[src/hw/rtl/pac_pkg.sv]
// ----------------------------------------------------------------------------
// pac_pkg: shared types and constants for the pixel compositor
// Command codes, blend modes and the stage records that travel down the
// compositor pipeline.
// ----------------------------------------------------------------------------
package pac_pkg;

    // Command codes of a request
    typedef enum logic [1:0] {
        CMD_TEXT = 2'd0,
        CMD_OVER = 2'd1,
        CMD_FILL = 2'd2,
        CMD_NONE = 2'd3
    } t_cmd;

    // What the last stage does with a pixel
    typedef enum logic [1:0] {
        MODE_PASS  = 2'd0,
        MODE_SOLID = 2'd1,
        MODE_BLEND = 2'd2
    } t_mode;

    localparam logic [7:0]  FULL       = 8'hFF;
    localparam logic [15:0] HALF       = 16'd127;
    localparam logic [7:0]  OPAQUE     = 8'hFF;
    // floor(s/3) == (s*683)>>11 for every s up to 766
    localparam logic [19:0] COV_RECIP  = 20'd683;
    localparam int          COV_SHIFT  = 11;
    localparam int          NUM_CHAN   = 3;

    // After weight selection
    typedef struct packed {
        logic        valid;
        t_mode       mode;
        logic [7:0]  weight;
        logic [23:0] fg;
        logic [23:0] rgb;
        logic [31:0] dst;
    } t_s1;

    // After per-channel products
    typedef struct packed {
        logic                           valid;
        t_mode                          mode;
        logic [NUM_CHAN-1:0][15:0]      num;
        logic [23:0]                    rgb;
        logic [31:0]                    dst;
    } t_s2;

endpackage

[src/hw/rtl/pac_weight.sv]
// ----------------------------------------------------------------------------
// pac_weight: first stage of the compositor
// Decodes the command, forms the mean subpixel coverage and picks the blend
// weight, foreground color and additive color for each request.
// ----------------------------------------------------------------------------
module pac_weight (
    input  logic          i_clk,
    input  logic          i_rst_n,
    input  logic          i_valid,
    input  logic [1:0]    i_cmd,
    input  logic [31:0]   i_dest_pixel,
    input  logic [31:0]   i_source_pixel,
    input  logic [7:0]    i_subpixel_red,
    input  logic [7:0]    i_subpixel_green,
    input  logic [7:0]    i_subpixel_blue,
    input  logic [23:0]   i_paint_color,
    output pac_pkg::t_s1  o_s1
);
    import pac_pkg::*;

    logic [9:0]  cov_sum;
    logic [19:0] cov_prod;
    logic [7:0]  cov;
    logic [7:0]  src_alpha;
    t_mode       n_mode;
    logic [7:0]  n_weight;
    logic [23:0] n_fg;
    logic [23:0] n_rgb;
    t_s1         r_s1;

    // Rounded mean of the three coverage bytes, divide by three via reciprocal
    assign cov_sum  = {2'b00, i_subpixel_red} + {2'b00, i_subpixel_green}
                    + {2'b00, i_subpixel_blue} + 10'd1;
    assign cov_prod = {10'd0, cov_sum} * COV_RECIP;
    assign cov      = cov_prod[COV_SHIFT+7:COV_SHIFT];
    assign src_alpha = i_source_pixel[31:24];

    // Decode command into a mode and blend operands
    always_comb begin
        n_mode   = MODE_PASS;
        n_weight = '0;
        n_fg     = '0;
        n_rgb    = '0;
        case (t_cmd'(i_cmd))
            CMD_TEXT: begin
                if (cov == FULL) begin
                    n_mode = MODE_SOLID;
                    n_rgb  = i_paint_color;
                end else if (cov != 8'd0) begin
                    n_mode   = MODE_BLEND;
                    n_weight = cov;
                    n_fg     = i_paint_color;
                end
            end
            CMD_OVER: begin
                if (src_alpha == FULL) begin
                    n_mode = MODE_SOLID;
                    n_rgb  = i_source_pixel[23:0];
                end else if (src_alpha != 8'd0) begin
                    n_mode   = MODE_BLEND;
                    n_weight = src_alpha;
                    n_rgb    = i_source_pixel[23:0];
                end
            end
            CMD_FILL: begin
                n_mode = MODE_SOLID;
                n_rgb  = i_paint_color;
            end
            default: begin
                n_mode = MODE_PASS;
            end
        endcase
    end

    // Advance valid under reset, payload free-running
    always_ff @(posedge i_clk) begin
        if (!i_rst_n) begin
            r_s1.valid <= 1'b0;
        end else begin
            r_s1.valid <= i_valid;
        end
        r_s1.mode   <= n_mode;
        r_s1.weight <= n_weight;
        r_s1.fg     <= n_fg;
        r_s1.rgb    <= n_rgb;
        r_s1.dst    <= i_dest_pixel;
    end

    assign o_s1 = r_s1;

endmodule

[src/hw/rtl/pac_mix.sv]
// ----------------------------------------------------------------------------
// pac_mix: second stage of the compositor
// Forms fg*w + dst*(255-w) + 127 for each color channel.
// ----------------------------------------------------------------------------
module pac_mix (
    input  logic          i_clk,
    input  logic          i_rst_n,
    input  pac_pkg::t_s1  i_s1,
    output pac_pkg::t_s2  o_s2
);
    import pac_pkg::*;

    logic [7:0]                inv;
    logic [NUM_CHAN-1:0][15:0] n_num;
    t_s2                       r_s2;

    assign inv = FULL - i_s1.weight;

    // One multiply-add lane per channel
    for (genvar ch = 0; ch < NUM_CHAN; ch++) begin : g_lane
        logic [7:0] fg_ch;
        logic [7:0] dst_ch;
        assign fg_ch  = i_s1.fg[ch*8 +: 8];
        assign dst_ch = i_s1.dst[ch*8 +: 8];
        assign n_num[ch] = ({8'd0, fg_ch} * {8'd0, i_s1.weight})
                         + ({8'd0, dst_ch} * {8'd0, inv}) + HALF;
    end

    // Advance stage record
    always_ff @(posedge i_clk) begin
        if (!i_rst_n) begin
            r_s2.valid <= 1'b0;
        end else begin
            r_s2.valid <= i_s1.valid;
        end
        r_s2.mode <= i_s1.mode;
        r_s2.num  <= n_num;
        r_s2.rgb  <= i_s1.rgb;
        r_s2.dst  <= i_s1.dst;
    end

    assign o_s2 = r_s2;

endmodule

[src/hw/rtl/pac_norm.sv]
// ----------------------------------------------------------------------------
// pac_norm: last stage of the compositor
// Divides each channel sum by 255, adds the source color with saturation and
// selects the final pixel into the output register.
// ----------------------------------------------------------------------------
module pac_norm (
    input  logic          i_clk,
    input  logic          i_rst_n,
    input  pac_pkg::t_s2  i_s2,
    output logic [31:0]   o_result_pixel,
    output logic          o_pixel_changed,
    output logic          o_result_valid
);
    import pac_pkg::*;

    logic [23:0] mix_rgb;
    logic [31:0] n_pixel;
    logic        n_changed;
    logic [31:0] r_pixel;
    logic        r_changed;
    logic        r_valid;

    // Exact n/255 for n below 65280, then saturating add
    for (genvar ch = 0; ch < NUM_CHAN; ch++) begin : g_lane
        logic [16:0] div_t;
        logic [7:0]  quo;
        logic [8:0]  sum;
        assign div_t = {1'b0, i_s2.num[ch]} + 17'd1 + {9'd0, i_s2.num[ch][15:8]};
        assign quo   = div_t[15:8];
        assign sum   = {1'b0, i_s2.rgb[ch*8 +: 8]} + {1'b0, quo};
        assign mix_rgb[ch*8 +: 8] = sum[8] ? FULL : sum[7:0];
    end

    // Select the written pixel
    always_comb begin
        case (i_s2.mode)
            MODE_SOLID: begin
                n_pixel   = {OPAQUE, i_s2.rgb};
                n_changed = 1'b1;
            end
            MODE_BLEND: begin
                n_pixel   = {OPAQUE, mix_rgb};
                n_changed = 1'b1;
            end
            default: begin
                n_pixel   = i_s2.dst;
                n_changed = 1'b0;
            end
        endcase
    end

    // Hold the result for its strobe cycle
    always_ff @(posedge i_clk) begin
        if (!i_rst_n) begin
            r_valid <= 1'b0;
        end else begin
            r_valid <= i_s2.valid;
        end
        r_pixel   <= n_pixel;
        r_changed <= n_changed;
    end

    assign o_result_pixel  = r_pixel;
    assign o_pixel_changed = r_changed;
    assign o_result_valid  = r_valid;

endmodule

[src/hw/rtl/pixel_alpha_compositor.sv]
// ----------------------------------------------------------------------------
// pixel_alpha_compositor: per-pixel ARGB compositor
// Text coverage blend, premultiplied source-over and opaque fill on 32-bit
// 0xAARRGGBB pixels, one pixel per clock.
// ----------------------------------------------------------------------------
// Usage:
//   Request channel: raise start with i_cmd, i_dest_pixel, i_source_pixel and
//   the three subpixel coverage bytes; the request is taken on any clock edge
//   with start high and busy low. busy stays low, so a request can be issued
//   every cycle.
//   Result channel: o_result_valid strobes for one cycle with o_result_pixel
//   and o_pixel_changed. The receiver cannot stall; results must be taken in
//   the strobe cycle.
//   Throughput is one pixel per cycle. A request passes three register
//   stages on its way to the strobe: weight select, per-channel
//   multiply-add, divide-by-255 and output select.
//   Paint color: write i_cfg_data with i_cfg_we high while no request is in
//   flight; it is used by text blend and fill.
//   Reset (i_rst_n low, synchronous) empties the pipeline and clears the
//   paint color to black.
// ----------------------------------------------------------------------------
module pixel_alpha_compositor (
    input  logic        i_clk,
    input  logic        i_rst_n,
    input  logic        start,
    output logic        busy,
    input  logic [1:0]  i_cmd,
    input  logic [31:0] i_dest_pixel,
    input  logic [31:0] i_source_pixel,
    input  logic [7:0]  i_subpixel_red,
    input  logic [7:0]  i_subpixel_green,
    input  logic [7:0]  i_subpixel_blue,
    input  logic        i_cfg_we,
    input  logic [23:0] i_cfg_data,
    output logic [31:0] o_result_pixel,
    output logic        o_pixel_changed,
    output logic        o_result_valid
);
    import pac_pkg::*;

    logic [23:0] r_paint_color;
    logic [23:0] n_paint_color;
    t_s1         s1;
    t_s2         s2;

    // Pipeline never stalls
    assign busy = 1'b0;

    // Paint color register
    assign n_paint_color = i_cfg_we ? i_cfg_data : r_paint_color;

    always_ff @(posedge i_clk) begin
        if (!i_rst_n) begin
            r_paint_color <= '0;
        end else begin
            r_paint_color <= n_paint_color;
        end
    end

    pac_weight u_weight (
        .i_clk           (i_clk),
        .i_rst_n         (i_rst_n),
        .i_valid         (start & ~busy),
        .i_cmd           (i_cmd),
        .i_dest_pixel    (i_dest_pixel),
        .i_source_pixel  (i_source_pixel),
        .i_subpixel_red  (i_subpixel_red),
        .i_subpixel_green(i_subpixel_green),
        .i_subpixel_blue (i_subpixel_blue),
        .i_paint_color   (r_paint_color),
        .o_s1            (s1)
    );

    pac_mix u_mix (
        .i_clk  (i_clk),
        .i_rst_n(i_rst_n),
        .i_s1   (s1),
        .o_s2   (s2)
    );

    pac_norm u_norm (
        .i_clk          (i_clk),
        .i_rst_n        (i_rst_n),
        .i_s2           (s2),
        .o_result_pixel (o_result_pixel),
        .o_pixel_changed(o_pixel_changed),
        .o_result_valid (o_result_valid)
    );

    // Every request yields exactly one strobe, after the weight, mix and norm registers
    a_latency: assert property (@(posedge i_clk) disable iff (!i_rst_n)
        ($past(i_rst_n) && $past(i_rst_n, 2) && $past(i_rst_n, 3))
        |-> (o_result_valid == $past(start, 3)))
        else $error("result strobe does not follow request by three cycles");

    // An unchanged pixel is the destination that came in
    a_pass_through: assert property (@(posedge i_clk) disable iff (!i_rst_n)
        (o_result_valid && !o_pixel_changed
         && $past(i_rst_n) && $past(i_rst_n, 2) && $past(i_rst_n, 3))
        |-> (o_result_pixel == $past(i_dest_pixel, 3)))
        else $error("unchanged pixel differs from its destination");

    // A written pixel is always opaque
    a_opaque: assert property (@(posedge i_clk) disable iff (!i_rst_n)
        (o_result_valid && o_pixel_changed) |-> (o_result_pixel[31:24] == OPAQUE))
        else $error("written pixel is not opaque");

    // Fill writes the paint color
    a_fill: assert property (@(posedge i_clk) disable iff (!i_rst_n)
        ($past(start, 3) && ($past(i_cmd, 3) == CMD_FILL)
         && $past(i_rst_n) && $past(i_rst_n, 2) && $past(i_rst_n, 3)
         && !$past(i_cfg_we) && !$past(i_cfg_we, 2) && !$past(i_cfg_we, 3))
        |-> (o_pixel_changed && o_result_pixel == {OPAQUE, r_paint_color}))
        else $error("fill did not write the paint color");

endmodule
[config.mk]
export PLATFORM = sky130hd
export DESIGN_NAME = pixel_alpha_compositor
export DESIGN_NICKNAME = d
export VERILOG_FILES = /design/src/hw/rtl/pac_pkg.sv /design/src/hw/rtl/pac_weight.sv /design/src/hw/rtl/pac_mix.sv /design/src/hw/rtl/pac_norm.sv /design/src/hw/rtl/pixel_alpha_compositor.sv
export SDC_FILE = /design/constraint.sdc
export NUM_CORES = 1
export LEC_CHECK = 0
export BUFFER_PORTS_ARGS = -buffer_cell sky130_fd_sc_hd__buf_2
export CAP_MARGIN = 10
export CELL_PAD_IN_SITES_DETAIL_PLACEMENT = 0
export CELL_PAD_IN_SITES_GLOBAL_PLACEMENT = 1
export CORE_ASPECT_RATIO = 1.4
export CORE_MARGIN = 10
export CORE_UTILIZATION = 50
export DETAILED_ROUTE_END_ITERATION = 12
export PLACE_DENSITY = 0.9
export SLEW_MARGIN = 20
export SYNTH_ARGS = -nofsm -noshare
export SYNTH_HDL_FRONTEND = slang
export SYNTH_HIERARCHICAL = 1
export SYNTH_SLANG_ARGS = --single-unit
[constraint.sdc]
create_clock -name i_clk -period 9.15 [get_ports i_clk]
set_clock_uncertainty 0.15 [all_clocks]
set_input_delay 1.3725 -clock i_clk [delete_from_list [all_inputs] [get_ports i_clk]]
set_output_delay 1.3725 -clock i_clk [all_outputs]
set_load 0.05 [all_outputs]
## Yosys cells after proc, flatten, opt, wreduce, memory -nomap -nowiden

Index checks and enable logic that the tools add are counted.
Widths: inputs -> output; s select.

| word-level totals | value |
|---|---|
| output and inout port bits | 35 |
| bits of input ports | 118 |
| register bits | 256 |
| word-level logic and storage cells | 75 |

| operators by class | value |
|---|---|
| add/subtract/negate cells | 19 |
| reductions and logical operators | 5 |
| mux-type cells | 19 |
| bitwise operators | 2 |
| equal/unequal tests | 6 |
| multiply operators | 7 |

Operators with widths:

| kind | number |
|---|---|
| $mul 8x8->16 | 6 |
| $mux 24 | 3 |
| $pmux 24 s3 | 1 |
| $pmux 32 s2 | 1 |
| $mux 8 | 7 |
| $add 16x1->16 const B | 3 |
| $add 16x16->16 | 3 |
| $add 16x7->16 const B | 3 |
| $add 16x8->16 | 3 |
| $add 8x8->9 | 4 |
| $mul 10x10->19 const B | 1 |
| $eq 8x8->1 const B | 2 |
| $pmux 8 s2 | 1 |
| $reduce_bool 8->1 | 2 |
| $add 10x1->10 const B | 1 |
| $add 10x8->10 | 1 |
| $mux 2 | 4 |
| $sub 8x8->8 const A | 1 |
| $pmux 2 s3 | 1 |
| $eq 2x1->1 const B | 2 |
| $eq 2x2->1 const B | 2 |
| $reduce_or 3->1 | 1 |
| $logic_not 2->1 | 1 |
| $not 1->1 | 2 |
| other kinds (2) | 2 |

## Depth between registers and ports, before layout

Gate-level depths: netlist of the first run.

| logic depth | value |
|---|---|
| word-level depth | 8 |
| gate-level depth with buffers | 29 |

## Modules after synthesis

The synthesis of the first run kept the hierarchy.

By module, submodules not included:

| module | times used | cells an instance | area an instance (um^2) |
|---|---|---|---|
| pac_mix | 1 | 1,612 | 15,627.5 |
| pac_weight | 1 | 509 | 5,210.0 |
| pac_norm | 1 | 381 | 3,158.0 |
| pixel_alpha_compositor | 1 | 79 | 940.9 |

## Worst setup path after synthesis of the first run

No wires, ideal clock.

| timing | value |
|---|---|
| path kind | input to register |
| start | input i_subpixel_red[0] |
| end | register u_weight.r_s1, in the netlist u_weight/o_s1[60] |
| path buffers | 1 |
| slack | 978 ps |
| stages | 28 |
| arrival | 7,889 ps |
| cells stage by stage | inv_1 > ha_1 > inv_1 > ha_1 > fa_1 > a21o_1 > a21oi_1 > o21bai_1 > a21oi_1 > o21bai_1 > a21oi_1 > xnor2_1 > ha_1 > ha_1 > fa_1 > fa_1 > inv_1 > fa_1 > inv_1 > ha_1 > a21oi_1 > o22ai_1 > a211oi_1 > o31ai_4 > xnor3_2 > nor4_4 > buf_6 > nor4_1 |

| between the ends | value |
|---|---|
| word-level cells in the longest chain between the ends | 7 |
| elaborated cells between the ends (all ways) | 8 |
| those cells by class | add/sub (3); mul (1); eq/ne (1); bitwise (1); reduce/logical (2) |

RTL lines:

| what | RTL line | text |
|---|---|---|
| start, declared | pixel_alpha_compositor.sv:30 | `input logic [7:0] i_subpixel_red,` |
| $add 8x8->9 * | pac_weight.sv:32 | `assign cov_sum = {2'b00, i_subpixel_red} + {2'b00, i_subpixel_green}` |
| $add 10x8->10 * | pac_weight.sv:33 | `+ {2'b00, i_subpixel_blue} + 10'd1;` |
| $add 10x1->10 * | pac_weight.sv:33 |  |
| $mul 10x10->19 * | pac_weight.sv:34 | `assign cov_prod = {10'd0, cov_sum} * COV_RECIP;` |
| $reduce_bool 8->1 | pac_weight.sv:49 | `end else if (cov != 8'd0) begin` |
| $not 1->1 (no line) | n/a |  |
| $reduce_or 3->1 (no line) * | n/a |  |
| end, declared | pac_weight.sv:29 | `t_s1 r_s1;` |

Every way passes the cells marked *; elsewhere a longest branch is shown, timed or not.
A chain may end at the register's enable or synchronous reset.

## Worst setup path after layout of the first run

| timing | value |
|---|---|
| start | input i_subpixel_red[0] |
| end | register u_weight.r_s1, in the netlist u_weight/o_s1[44] |

| between the ends | value |
|---|---|
| word-level cells in the longest chain between the ends | 7 |

RTL lines:

| what | RTL line | text |
|---|---|---|
| $add 8x8->9 | pac_weight.sv:32 |  |
| $add 10x8->10 | pac_weight.sv:33 |  |
| $add 10x1->10 | pac_weight.sv:33 |  |
| $mul 10x10->19 | pac_weight.sv:34 |  |
| $eq 8x8->1 | pac_weight.sv:46 | `if (cov == FULL) begin` |
| $mux 24 | pac_weight.sv:46 |  |
| $pmux 24 s3 | pac_weight.sv:44 | `case (t_cmd'(i_cmd))` |
| via u_weight.n_rgb[12] | pac_weight.sv:28 | `logic [23:0] n_rgb;` |

The timed path passes the listed nets, and every way through them passes these cells.

==> results of run 1 <==
flip-flops by register name, indices dropped and copies added (netlist names):
name and flops:
u_norm/o_pixel_changed 1, u_weight/o_s1 91, u_norm/o_result_valid 1, u_mix/o_s2 107, r_paint_color 24, u_norm/o_result_pixel 32
critical path: cells and delay by family:
kind            cells  cell delay [ns]
xor+xnor            2             0.68
simple gates        2             0.52
compound gates     10             2.23
buf+inv             6             0.51
fa+ha+maj           9             3.41
layout by cell type (no fill, tap or decap), types with 7 or more instances in the layout:
cell type / count
inv_1: 488
fa_1: 340
ha_1: 282
dfxtp_1: 256
buf_2: 151
nor2b_1: 142
nand2_1: 133
and2_1: 102
nand2b_1: 98
a21oi_1: 63
xnor2_1: 59
o21ai_0: 54
nor2_1: 49
a22oi_1: 43
o31ai_1: 34
nor4_1: 29
clkbuf_16: 27
a21o_1: 27
xor2_1: 27
mux2i_1: 26
nor3_1: 25
a211oi_1: 21
nand3_1: 20
nand4_1: 17
o21a_1: 14
buf_4: 14
o21bai_1: 11
or3_1: 10
clkinvlp_4: 8
o211ai_1: 7
final cells by class:
class                   count  area (µm²)
clock buffers              32         734
inverters                 488        1830
clock inverters            17         168
flip-flops and latches    256        5120
fillers                  4435       22100
multi-input cells        1751       17600
diodes                      1        2.50
well taps                 637         797
repair buffers            166         881
routing by layer:
| metal | vias up | routed length (µm) |
|---|---|---|
| met4 | 2 | 2340 |
| met3 | 116 | 3720 |
| met5 | - | 8 |
| met1 | 9019 | 25400 |
| li1 | 8516 | - |
| met2 | 541 | 32400 |
worst paths after layout:
| path | start | endpoint | cells past startpoint |
|---|---|---|---|
| min reg2reg | u_weight/o_s1[28] | u_mix/o_s2[28] | 0 |
| max | i_subpixel_red[0] | u_weight/o_s1[44] | 29 |
| min | u_weight/o_s1[28] | u_mix/o_s2[28] | 0 |
| max reg2reg | u_weight/o_s1[85] | u_mix/o_s2[85] | 16 |
kinds of logic (layout without fill, tap and decap cells):
family,Yosys count,after routing,share of synthesized area (%)
other cells,1,2,0.0150
simple gates,665,665,15.0
mux,28,28,1.13
buf+inv,574,703,9.04
xor+xnor,87,87,3.12
fa+ha+maj,622,622,41.4
flops,256,256,20.6
compound gates,348,348,9.69
metrics by stage:
stage,utilization (%),instances,area [µm²],setup WS [ns],hold WS (ns)
final,55.1,3348,27100,0.719,0.173
after global routing,55.0,3347,27100,0.271,0.182
after CTS,55.0,3347,27100,0.855,0.177
after detailed placement,53.2,3298,26200,0.272,0.163
after global placement,53.2,3298,26200,0.470,0.161
after floorplan,-,2581,24900,0.978,0.160
==> impl_metrics.toml, run 1 <==
[global_routing]
met1_usage_pct = 25.0
grt_overflow = 0
grt_pass1_vias = 19700
met2_usage_pct = 38.1
grt_antenna_before_repair = 4
use_met3_pct = 3.52
grt_busiest_layer = "met2"
grt_max_degree = 49
grt_usage_pct = 21.3
grt_first_pass_wirelength_mm = 103

[place]
port_buffers = 151
gp_congestion = 0.925
dp_hpwl_mm = 51.6

[logic_synthesis]
synth_commonest_cells = "inv_1 (488), fa_1 (340), ha_1 (282)"
syn-num-nets = 3321
async_flop_share_pct = 0
synth_top_area_share_pct = 27.3
yosys-top-cells-area = "fa_1 (27%), dfxtp_1 (21%), ha_1 (14%)"
synth-edff-count = 0
synth_flop_cell = "dfxtp_1"
syn_area_um2 = 24900
synth_most_common_cell = "inv_1"
synth-seq-cells = 256
yosys_warnings = 6
yosysSeqAreaShare_pct = 20.6
synth_area_per_cell_um2 = 9.66
synth.distinct_cells = 86
synth_cells = 2581
synth_top_area_cell = "fa_1"

[clock_network]
tritoncts = "yes"
clock_tree.root_cell = "clkbuf_16"
cts_setup_buffers = 0
cts.sinks = 256
cts_buffers = 27
clk-insertion-delay-late_ns = 0.57
cts_max_path_buffers = 3
ctsResizeCount = 0
ctsHoldBuffers = 0
cts-htree-levels = 1
clk_pin_slew_ns = 0.06

[sta]
min_period_ns = 8.43
worst_pin_slew_ns = 1.11
clock.fmax_ghz = 0.119
slew_headroom_pct = 25.4
slew_violations = 0
finalHoldViolations = 0
setup_violations = 0
period_share_pct = 92.1
rsz0062_at_grt = "no"
tns_ns = 0

[routing]
via_per_inst = 5.43
drcViolationCount = 0
drt-total-wl_mm = 63.8
vias = 18200
ant_nets = 0
wl_per_cell_um = 19.1
drt_iter0_markers = 989
first_pass_iters = 5

[floorplan]
ioPinCount = 153
dieArea_um2 = 59300
start_util_pct = 50.6
core_area_um2 = 49200
placement_rows = 96
die_h_um = 284
die_w_um = 209

[job]
drv_cap = 0

[outcome]
status = "completed"

[setup_path]
path_class = "in2reg"
r2r_slack_ns = 2.52
path_max_fanout = 17
start_kind = "primary input"
crit_required_ns = 9.47
slowest_stage = "a221oi_1"
crit_arrival_ns = 8.76
crit_top_cell = "ha_1"
critPathMaxStageDelay_ns = 0.54
cp-end-kind = "register"

[layout]
syn2layout_area_growth_pct = 8.72
nets = 3430
drive_gt1_share_pct = 8.93

[hold_path]
min_path_type = "reg2reg"
Power of run 1 is left out: the tool's default activity adds up to more than one toggle a clock period on the data nets, which glitch-free logic cannot reach.
==> inputs of run 2 (changes only) <==
BUFFER_PORTS_ARGS = -buffer_cell sky130_fd_sc_hd__clkbuf_2   (was -buffer_cell sky130_fd_sc_hd__buf_2)
==> run 2 against run 1 <==
Effect of this change:
- cell area up 0.16%
- final cell count about the same
- flip-flop and latch count unchanged
- non-clock buffer count up 1
- register-to-register slack better by 0.14 ns
- worst hold slack better by 0.0028 ns
- worst setup slack worse by 0.0049 ns
- fmax about the same
- routed wire length up 0.68%
- via count up 0.62%
==> impl_metrics.toml, run 2 (synthesis results as in run 1) <==
[sta]
slew_violations = 0
min_period_ns = 8.44
whs_ns = 0.176
slew_headroom_pct = 38.4
clock.fmax_ghz = 0.119
finalHoldViolations = 0
setup_violations = 0
tns_ns = 0
period_share_pct = 92.2
setup_ws_ns = 0.714
worst_pin_slew_ns = 0.924
rsz0062_at_grt = "no"

[global_routing]
use_met3_pct = 3.04
grt_antenna_before_repair = 3
met1_usage_pct = 25.4
grt_pass1_vias = 19800
grt_max_degree = 49
grt_first_pass_wirelength_mm = 104
grt_usage_pct = 21.6
met2_usage_pct = 38.5
grt_overflow = 0
grt_busiest_layer = "met2"

[floorplan]
dieArea_um2 = 59300
core_area_um2 = 49200
die_w_um = 209
start_util_pct = 50.6
placement_rows = 96
ioPinCount = 153
die_h_um = 284

[setup_path]
r2r_slack_ns = 2.66
crit_start = "i_subpixel_red[0]"
critPathMaxStageDelay_ns = 0.55
start_kind = "primary input"
crit_required_ns = 9.49
crit_arrival_ns = 8.78
regToRegEndpoint = "u_mix/o_s2[85]"
slowest_stage = "a211oi_1"
path_class = "in2reg"
regToRegStartpoint = "u_weight/o_s1[82]"
path_max_fanout = 17
cp-end-kind = "register"
r2r_cells = 18
crit_top_cell = "ha_1"
cp_top_family = "adder cells"
cp_num_buf_inv = 6

[layout]
fin_util_pct = 55.1
final_common_cell = "inv_1"
syn2layout_area_growth_pct = 8.90
nFillCells = 4330
largest_reg_flops = 107
final_cell_mix = "inv_1 (488), fa_1 (340), ha_1 (282), dfxtp_1 (256), clkbuf_2 (151)"
nets = 3431
drive_gt1_share_pct = 8.89

[routing]
drt-total-wl_mm = 64.2
drcViolationCount = 0
first_pass_iters = 5
ant_nets = 0
vias = 18300
wl_per_cell_um = 19.2
drt_iter0_markers = 979
via_per_inst = 5.47

[hold_path]
worstHoldStart = "u_weight/o_s1[25]"
min_to = "u_mix/o_s2[25]"
min_path_type = "reg2reg"
hold_depth = 0

[place]
gp_congestion = 0.932
port_buffers = 151
place_ws_ns = 0.249
dp_hpwl_mm = 51.7

[clock_network]
ctsResizeCount = 0
cts-htree-levels = 1
clk_pin_slew_ns = 0.07
cts_max_path_buffers = 3
tritoncts = "yes"
cts_buffers = 27
ctsHoldBuffers = 0
clock_tree.root_cell = "clkbuf_16"
clk-insertion-delay-late_ns = 0.58
cts_setup_buffers = 0
cts.sinks = 256

[job]
drv_cap = 0

[outcome]
status = "completed"
run 2: cell types whose count changed in the layout (fill, tap and decap cells not counted):
| cell | previous run | this run |
|---|---|---|
| clkbuf_1 | 1 | 3 |
| clkinvlp_4 | 8 | 5 |
| buf_2 | 151 | 0 |
| clkinv_4 | 4 | 1 |
| buf_4 | 14 | 15 |
| inv_8 | 0 | 1 |
| clkinv_2 | 1 | 3 |
| inv_6 | 2 | 1 |
| nor2b_4 | 2 | 3 |
| clkbuf_2 | 0 | 151 |
| nor2b_2 | 1 | 0 |
| bufinv_16 | 1 | 3 |
run 2: final cells by class:
class	instances	area (µm²)	share of cell area, %
Antenna cell	1	2.50	0.00922
Clock buffer	34	742	2.73
Clock inverter	15	191	0.705
Inverter	488	1830	6.75
Multi-Input combinational cell	1751	17600	64.7
Sequential cell	256	5120	18.9
Tap cell	637	797	2.94
Timing Repair Buffer	167	888	3.27
run 2: how the worst max path moves through the flow:
stage / end / slack [ns] / cells past startpoint
floorplan: u_weight/o_s1[60] / 0.98 / 28
global placement: u_weight/o_s1[36] / 0.52 / 29
detailed placement: u_weight/o_s1[38] / 0.25 / 29
CTS: u_weight/o_s1[35] / 0.85 / 29
global route: u_weight/o_s1[38] / 0.13 / 29
finish: u_weight/o_s1[38] / 0.71 / 29
run 2: stage by stage:
step           std cells  cell area (µm²)
2_1_floorplan       2581            24900
3_3_place_gp        3299            26200
3_5_place_dp        3299            26200
4_1_cts             3348            27100
5_1_grt             3348            27200
6_report            3349            27200
run 2: worst register-to-register path, delay by kind of cell, from the launching register on:
kind | cells | cell delay, ns
fa+ha+maj | 7 | 3.40
flops | 1 | 0.83
buf+inv | 5 | 0.71
compound gates | 3 | 0.69
simple gates | 3 | 0.67
run 2: routing by layer:
metal  vias up  wire, µm
li1       8527         -
met1      9094     25600
met2       543     32600
met3       141      3340
met4         2      2690
met5         -        13
Power of run 2 is left out for the same reason.
